<file path="src/sv/gf16_pkg.sv">
// shared types, constants and helpers for the gf(2^16) arithmetic unit
package gf16_pkg;

  localparam int ELEM_W  = 16;
  localparam int CMD_W   = 3;
  localparam int SWEEP_W = ELEM_W + 1;

  // low terms of x^16 + x^12 + x^3 + x + 1
  localparam logic [ELEM_W-1:0] POLY_LOW  = 16'h100B;
  // multiplicative group order, also the last antilog index
  localparam logic [ELEM_W-1:0] GRP_ORDER = 16'hFFFF;

  typedef enum logic [CMD_W-1:0] {
    CMD_ADD = 3'd0,
    CMD_MUL = 3'd1,
    CMD_DIV = 3'd2,
    CMD_EXP = 3'd3,
    CMD_LOG = 3'd4
  } cmd_t;

  typedef logic [ELEM_W-1:0] elem_t;

  // one write into a table memory
  typedef struct packed {
    logic  we;
    elem_t addr;
    elem_t data;
  } gf16_wr_t;

  // multiply an element by alpha = x
  function automatic elem_t times_alpha(input elem_t v);
    elem_t s;
    s = {v[ELEM_W-2:0], 1'b0};
    if (v[ELEM_W-1]) begin
      s = s ^ POLY_LOW;
    end
    return s;
  endfunction

endpackage

</file>
<file path="src/sv/gf16_init.sv">
// sweep that fills the log and antilog tables after reset by stepping alpha
module gf16_init (
  input  logic               clk,
  input  logic               rst_n,
  output gf16_pkg::gf16_wr_t log_wr,
  output gf16_pkg::gf16_wr_t exp_wr,
  output logic               done
);
  import gf16_pkg::*;

  logic [SWEEP_W-1:0] idx_r, idx_nxt;
  elem_t              pw_r, pw_nxt;

  assign done = idx_r[SWEEP_W-1];

  always_comb begin
    idx_nxt = idx_r;
    pw_nxt  = pw_r;
    if (!done) begin
      idx_nxt = idx_r + SWEEP_W'(1);
      pw_nxt  = times_alpha(pw_r);
    end
  end

  always_ff @(posedge clk) begin
    if (!rst_n) begin
      idx_r <= '0;
      pw_r  <= elem_t'(1);
    end else begin
      idx_r <= idx_nxt;
      pw_r  <= pw_nxt;
    end
  end

  // antilog[i] = alpha^i for every index, log[alpha^i] = i below the group order
  always_comb begin
    exp_wr.we   = !done;
    exp_wr.addr = idx_r[ELEM_W-1:0];
    exp_wr.data = pw_r;
    log_wr.we   = !done && (idx_r[ELEM_W-1:0] != GRP_ORDER);
    log_wr.addr = pw_r;
    log_wr.data = idx_r[ELEM_W-1:0];
  end

endmodule

</file>
<file path="config.mk">
export PLATFORM = sky130hd
export DESIGN_NAME = gf16_init
export DESIGN_NICKNAME = d
export VERILOG_FILES = /design/src/sv/gf16_pkg.sv /design/src/sv/gf16_init.sv
export SDC_FILE = /design/constraint.sdc
export NUM_CORES = 1
export LEC_CHECK = 0
export BUFFER_PORTS_ARGS = -buffer_cell sky130_fd_sc_hd__buf_2
export CAP_MARGIN = 20
export CORE_AREA = 10 10 64 118
export DETAILED_ROUTE_END_ITERATION = 6
export DIE_AREA = 0 0 74 128
export PLACE_DENSITY = 0.5
export SYNTH_ARGS = -nofsm -noshare
export SYNTH_HDL_FRONTEND = slang
export SYNTH_SLANG_ARGS = --single-unit
export TNS_END_PERCENT = 10
</file>
<file path="constraint.sdc">
create_clock -name clk -period 5.08 [get_ports clk]
set_clock_uncertainty 0.1 [all_clocks]
set_input_delay 1.524 -clock clk [delete_from_list [all_inputs] [get_ports clk]]
set_output_delay 1.524 -clock clk [all_outputs]
set_load 0.02 [all_outputs]
</file>
==> results.toml, run 1 <==
[status]
status = "completed"

[synth]
ys.flop_type = "dfxtp_1"
synth_cell_types = 31
yosysWarningCount = 0
synth.top_cell.area_share_pct = 40.0
avgSynthCellArea_um2 = 9.59
synth-seq-cells = 33
yosys.area.top_type = "dfxtp_1"
async_flop_share_pct = 0
syn_area_um2 = 1650
syn_nets = 175
synthCells = 172
synth_common_cells = "dfxtp_1, buf_4, mux2i_1, nor2b_1"
synthTopCellsByArea = "dfxtp_1, buf_4, mux2i_1"
synthMostInstantiatedCell = "dfxtp_1"
synth-edff-count = 0
seq_area_frac_synth_pct = 40.0

[drt]
first_pass_iters = 3
ant_nets = 0
wl_met1_mm = 1.56
first_iter_violations = 17
wl_met3_um = 338
route.detailed.drc = 0
wl_per_cell_um = 14.9
drt_wl_total_mm = 4.00
num_vias = 1226
dr_wl_met2_mm = 2.03
top_layer_used = "met4"
via_per_inst = 4.56

[final_layout]
antennaDiodeCount = 0
area_delta_synth_final_pct = 17.6
layoutNonFillerInstCount = 269
nets = 211
drive_gt1_share_pct = 37.5
nFillCells = 620
final_util_pct = 34.0

[pwr]
irDropWorstVdd_mv = 0.182
p_leak_uw = 0.000934
powerDensity_nw_per_um2 = 306

[placement]
dp_hpwl_mm = 3.04
numPortBuffers = 68
routabilityCongestion = 0.688
pre_cts_slack_ns = 1.55
placed_cells = 262

[die]
fp.dieH_um = 128
start_util_pct = 28.9
rows = 39
fp.dieArea_um2 = 9470
die_w_um = 74
ios = 69
core_area_um2 = 5710

[job]
drv_cap = 0

[worst_hold_path]
min_path_type = "register to register"
hold_depth = 2

[clock_tree]
cts_root_buf = "clkbuf_16"
post_cts_buffers = 0
clkSlewWorstSetupHoldPaths_ns = 0.05
ctsHoldBuffers = 0
cts_tree = "built"
clockBufferDepth = 2
numCtsBuffers = 5
clock_latency_ns = 0.27
post_cts_resized = 0
clkSinkCount = 33
h-tree-depth = 2

[sta]
max_slew_margin_pct = 37.8
worst_slack_ns = 1.32
grt_setup_unrepaired = "no"
period_needed_ns = 3.76
setup_violations = 0
fin_crit_sh_pct = 74.1
hold_ws_ns = 0.419
hold_viol = 0
worst-slew-pin-transition_ns = 0.932
tns_ns = 0
report.final.slew_viol_count = 0
clock.fmax_mhz = 266

[global_routing]
grt_overflow = 0
grt_pass1_vias = 1349
grt_max_degree = 36
antenna_found_initial = 0
grtUsageTotal_pct = 8.74
grt_pass1_wl_mm = 6.65

[worst_setup_path]
arrival_ns = 2.14
cp_num_buf_inv = 2
required_ns = 3.46
cp_top_family = "flip-flops"
cp_max_fo = 19
slowest_delay_ns = 0.93
path_cells = "clkinv_1, o41a_1, buf_2"
criticalPathCategory = "register to output pin"
cp.depth = 3
worst_path_max_delay_cell = "dfxtp_1"
cp-start-kind = "register"
r2r.worst_path.cells = 4
crit_path_end_kind = "output pin"
tightest hold or removal path, delay by kind of cell, from the launching register on:
kind | cells | cell delay, ns
AO/OA/AOI/OAI | 2 | 0.14
flip-flops | 1 | 0.33
report_power, final:
group | internal (uW) | switching (uW)
Clock | 192 | 103
Combinational | 11.6 | 19.3
Sequential | 263 | 5.13
Total | 467 | 127
placed cells by master, fill, tap and decap left out, types with 2 or more instances in the layout:
master / n
inv_1: 3
nor4_1: 3
xor2_1: 6
clkbuf_16: 5
or3_1: 2
a21boi_1: 2
xnor2_1: 8
nor2b_1: 13
nor3_1: 4
o211a_1: 3
buf_2: 68
o21ai_0: 2
nand2_1: 11
and2_1: 11
nand3_1: 4
mux2i_1: 15
dfxtp_1: 33
path summary, 6_finish.rpt:
kind	from	end	slack, ns
min reg2reg	idx_r[14]	idx_r[14]	0.42
max	idx_r[16]	log_wr[32]	1.32
max reg2reg	idx_r[16]	idx_r[13]	3.00
min	idx_r[14]	idx_r[14]	0.42
registers in the layout, indices dropped and copies added, names as in the netlist:
name   cells
pw_r      16
idx_r     17
logic make-up after synthesis:
family / after synthesis / share of synthesized area, %
xor gates and xnor gates: 14 / 7.43
adders and majority gates: 1 / 0.758
DFF: 33 / 40.0
and+or+nand+nor: 56 / 20.4
buffers and inverters: 43 / 17.2
AOI/OAI and AO/OA: 10 / 5.08
muxes: 15 / 9.10
area by class of cell:
cell class                 instances  area, um^2  area share [%]
timing repair buffer              68         340            17.5
multi-input combinational         96         706            36.4
sequential                        33         661            34.0
tap                               61        76.3            3.93
inverter                           4        15.0           0.774
clock buffer                       7         143            7.35
routing by layer:
layer,up-vias,track usage (%)
li1,609,-
met1,562,8.88
met2,48,14.8
met3,7,3.72
met4,0,3.97
met5,-,0
through the flow:
stage	power [uW]	area, um^2
after global placement	306	1800
final	594	1940
after CTS	603	1940
after detailed placement	306	1800
after global routing	616	1940
after floorplan	298	1650
Power figures use the tool's default switching activity.
==> run 2, diff against run 1 <==
==> constraint.sdc (replaced) <==
create_clock -name clk -period 3.9 [get_ports clk]
set_clock_uncertainty 0.1 [all_clocks]
set_input_delay 1.17 -clock clk [delete_from_list [all_inputs] [get_ports clk]]
set_output_delay 1.17 -clock clk [all_outputs]
set_load 0.02 [all_outputs]
==> run 2 against run 1 <==
  * Count of clock-buffer cells in the layout unchanged
  * Critical path depth up 1
  * Non-clock buffer count up 1
  * Die area unchanged
  * Critical path type unchanged
  * Critical endpoint unchanged
==> results.toml, run 2 (same netlist as run 1, synthesis figures left out) <==
[global_routing]
grtUsageTotal_pct = 8.79
antenna_found_initial = 0
grt_max_degree = 36
grt_overflow = 0
grt_pass1_wl_mm = 6.51
grt_pass1_vias = 1319

[die]
rows = 39
fp.dieArea_um2 = 9470
core_area_um2 = 5710
die_w_um = 74
start_util_pct = 28.9
fp.dieH_um = 128
ios = 69

[final_layout]
area_delta_synth_final_pct = 19.0
nFillCells = 615
drive_gt1_share_pct = 38.6
final_cell_mix = "buf_2, dfxtp_1, mux2i_1"
fin_area_um2 = 1960
final_common_cell = "buf_2"
antennaDiodeCount = 0
top_regs = "idx_r: 17 flops, pw_r: 16 flops"
largest_reg_flops = 17
top_register = "idx_r"
layoutNonFillerInstCount = 271
nets = 212

[worst_setup_path]
crit_path_end_kind = "output pin"
worst_path_max_delay_cell = "or3_4"
path_cells = "nand4_2, or3_4, o41a_1, buf_2"
required_ns = 2.63
slowest_delay_ns = 0.45
arrival_ns = 1.97
cp_max_fo = 8
cp-start-kind = "register"
criticalPathCategory = "register to output pin"

[sta]
setup_violations = 0
report.final.slew_viol_count = 0
clock.fmax_mhz = 308
period_needed_ns = 3.24
worst-slew-pin-transition_ns = 0.533
grt_setup_unrepaired = "no"
tns_ns = 0
hold_viol = 0
max_slew_margin_pct = 64.5
fin_crit_sh_pct = 83.2
worst_slack_ns = 0.657

[clock_tree]
ctsHoldBuffers = 0
numCtsBuffers = 5
clock_latency_ns = 0.27
h-tree-depth = 2
clockBufferDepth = 2
cts_tree = "built"
cts_root_buf = "clkbuf_16"
post_cts_buffers = 0
clkSinkCount = 33
post_cts_resized = 0
clkSlewWorstSetupHoldPaths_ns = 0.05

[drt]
first_iter_violations = 35
ant_nets = 0
drt_wl_total_mm = 4.13
via_per_inst = 4.61
route.detailed.drc = 0
num_vias = 1248
wl_per_cell_um = 15.2
first_pass_iters = 4

[worst_hold_path]
min_path_type = "register to register"

[placement]
pre_cts_slack_ns = 0.910
place_area_um2 = 1810
dp_hpwl_mm = 3.14
numPortBuffers = 68
routabilityCongestion = 0.675
placed_cells = 263

[pwr]
powerDensity_nw_per_um2 = 406
power.total_uw = 797
irDropWorstVdd_mv = 0.269
p_leak_uw = 0.000950

[job]
drv_cap = 0

[status]
status = "completed"
-- run 2: per-layer routing --
metal / wire length (um) / part of all wire (%) / up-vias / track usage (%)
li1: - / - / 614 / -
met1: 1600 / 39 / 583 / 8.82
met2: 2140 / 52 / 46 / 15.1
met3: 327 / 7.9 / 5 / 3.64
met4: 53 / 1.3 / 0 / 3.97
met5: 0 / 0 / - / 0
-- run 2: final cells by class --
type,count,area [um^2],area share [%]
inverter,4,15.0,0.765
sequential,33,661,33.7
multi-input combinational,96,706,35.9
clock buffer,7,153,7.78
timing repair buffer,69,348,17.7
clock inverter,1,5.00,0.255
tap,61,76.3,3.89
-- run 2: critical path: cells and delay by family, from the launching register on --
| kind | cells | cell delay (ns) |
|---|---|---|
| AND/OR/NAND/NOR | 2 | 0.63 |
| AO/OA/AOI/OAI | 1 | 0.45 |
| flip-flops | 1 | 0.44 |
| buffers and inverters | 1 | 0.18 |
-- run 2: report_power, final --
group          switching (uW)  internal [uW]  total, uW
Combinational            25.1           15.1       40.2
Sequential               6.72            343        349
Clock                     138            270        408
Total                     170            628        797
-- run 2: worst paths after layout --
path	startpoint	endpoint	slack, ns	depth (start not counted)
max reg2reg	idx_r[16]	idx_r[13]	2.04	5
min reg2reg	idx_r[5]	idx_r[5]	0.42	2
max	idx_r[6]	log_wr[32]	0.66	4
min	idx_r[5]	idx_r[5]	0.42	2
-- run 2: per-stage QoR --
stage	hold WS [ns]	utilization [%]
2_1_floorplan	0.462	-
3_3_place_gp	0.402	31.6
3_5_place_dp	0.420	31.6
4_1_cts	0.428	34.4
5_1_grt	0.465	34.4
6_report	0.419	34.4
==> run 3, diff against run 2 <==
==> constraint.sdc (replaced) <==
create_clock -name clk -period 3.2 [get_ports clk]
set_clock_uncertainty 0.1 [all_clocks]
set_input_delay 0.96 -clock clk [delete_from_list [all_inputs] [get_ports clk]]
set_output_delay 0.96 -clock clk [all_outputs]
set_load 0.02 [all_outputs]
==> run 3 against run 2 <==
  * Cell count down 0.37%
  * Non-clock buffer count grew 1
  * First-iteration DRC count up 2.9%
  * Final area decreased by 1.0%
  * Clock power is 6.9% higher
  * Highest routed layer unchanged
  * Utilization fell by 0.35 points
  * Combinational power grew 21%
==> results.toml, run 3 (same netlist as run 1, synthesis figures left out) <==
[status]
status = "completed"

[sta]
period_needed_ns = 3.04
hold_viol = 0
clock.fmax_mhz = 329
hold_ws_ns = 0.418
grt_setup_unrepaired = "no"
worst-slew-pin-transition_ns = 0.519
fin_crit_sh_pct = 95.0
tns_ns = 0
setup_violations = 0
worst_slack_ns = 0.161
report.final.slew_viol_count = 0
max_slew_margin_pct = 65.4

[drt]
first_iter_violations = 36
num_vias = 1229
via_per_inst = 4.55
ant_nets = 0
first_pass_iters = 5
wl_per_cell_um = 15.2
drt_wl_total_mm = 4.11
route.detailed.drc = 0

[final_layout]
area_delta_synth_final_pct = 17.7
drive_gt1_share_pct = 38.3
nFillCells = 589
largest_reg_flops = 17
antennaDiodeCount = 0
nets = 213
top_register = "idx_r"
fin_area_um2 = 1940
multi_input_area_um2 = 706
final_common_cell = "buf_2"
final_cell_mix = "buf_2, dfxtp_1, mux2i_1"
top_regs = "idx_r: 17 flops, pw_r: 16 flops"
seq_area_um2 = 661

[global_routing]
grtUsageMet2_pct = 14.3
grt_max_degree = 36
antenna_found_initial = 0
met3_usage_pct = 3.80
grt_overflow = 0
grt_pass1_vias = 1260
grt_pass1_wl_mm = 6.48
grtUsageTotal_pct = 8.75
grt.met1_usage_pct = 9.02
top_usage_layer = "met2"

[clock_tree]
clkSinkCount = 33
cts_tree = "built"
numCtsBuffers = 5
clock_latency_ns = 0.27
post_cts_resized = 0
clockBufferDepth = 2
ctsHoldBuffers = 0
cts_root_buf = "clkbuf_16"
clkSlewWorstSetupHoldPaths_ns = 0.05
h-tree-depth = 2
post_cts_buffers = 0

[worst_hold_path]
min_to = "idx_r[15]"
worstHoldStart = "idx_r[15]"
hold_depth = 2
min_path_type = "register to register"

[worst_setup_path]
r2r-end = "idx_r[13]"
reg2reg_slack_ns = 1.35
r2r-start = "idx_r[16]"
cp_max_fo = 8
arrival_ns = 1.98
crit_path_end_kind = "output pin"
r2r.worst_path.cells = 5
required_ns = 2.14
cp-start-kind = "register"
criticalPathCategory = "register to output pin"

[die]
ios = 69
die_w_um = 74
start_util_pct = 28.9
fp.dieH_um = 128
fp.dieArea_um2 = 9470
rows = 39
core_area_um2 = 5710

[job]
drv_cap = 0

[pwr]
powerDensity_nw_per_um2 = 469
p_leak_uw = 0.000939
irDropWorstVdd_mv = 0.404

[placement]
pre_cts_slack_ns = 0.444
numPortBuffers = 68
routabilityCongestion = 0.741
place_area_um2 = 1810
dp_hpwl_mm = 3.14
==> run 3: changes by cell type in the layout (fill, tap and decap cells not counted) <==
| cell | delta |
|---|---|
| clkbuf_8 | -2 |
| buf_4 | +1 |
==> run 3: layout make-up <==
cell class	count	share of cell area (%)
Clock buffer	5	6.44
Clock inverter	1	0.258
Inverter	4	0.773
Multi-Input combinational cell	96	36.3
Sequential cell	33	34.0
Tap cell	61	3.93
Timing Repair Buffer	70	18.3
==> run 3: worst max path at each step <==
stage               startpoint         end  slack, ns
floorplan             idx_r[7]  log_wr[32]       0.48
global placement      idx_r[6]  log_wr[32]       0.48
detailed placement    idx_r[6]  log_wr[32]       0.44
CTS                   idx_r[6]  log_wr[32]       0.15
global route          idx_r[6]  log_wr[32]       0.06
finish                idx_r[6]  log_wr[32]       0.16
==> run 3: critical path, stage by stage, from the launching register on <==
cell and delay (ns):
dfxtp_1 0.45, nand4_2 0.18, or3_4 0.45, o41a_1 0.45, buf_2 0.18
==> run 3: through the flow <==
stage          total power (uW)  util (%)  std cells
6_report                    911      34.0        270
5_1_grt                     944      34.0        270
4_1_cts                     929      34.0        270
3_5_place_dp                485      31.8        264
3_3_place_gp                485      31.8        264
2_1_floorplan               474         -        172
==> run 3: where the power goes <==
part	internal, uW	total [uW]	leakage, uW	switching, uW
logic	18.4	48.8	0.000607	30.4
clock network	277	436	0.0000655	159
registers	418	426	0.000267	8.41
total	713	911	0.000939	198
==> run 3: per-layer routing <==
layer / wire length, um / vias to the layer above
li1: - / 611
met1: 1620 / 561
met2: 2070 / 52
met3: 339 / 5
met4: 81 / 0
met5: 0 / -
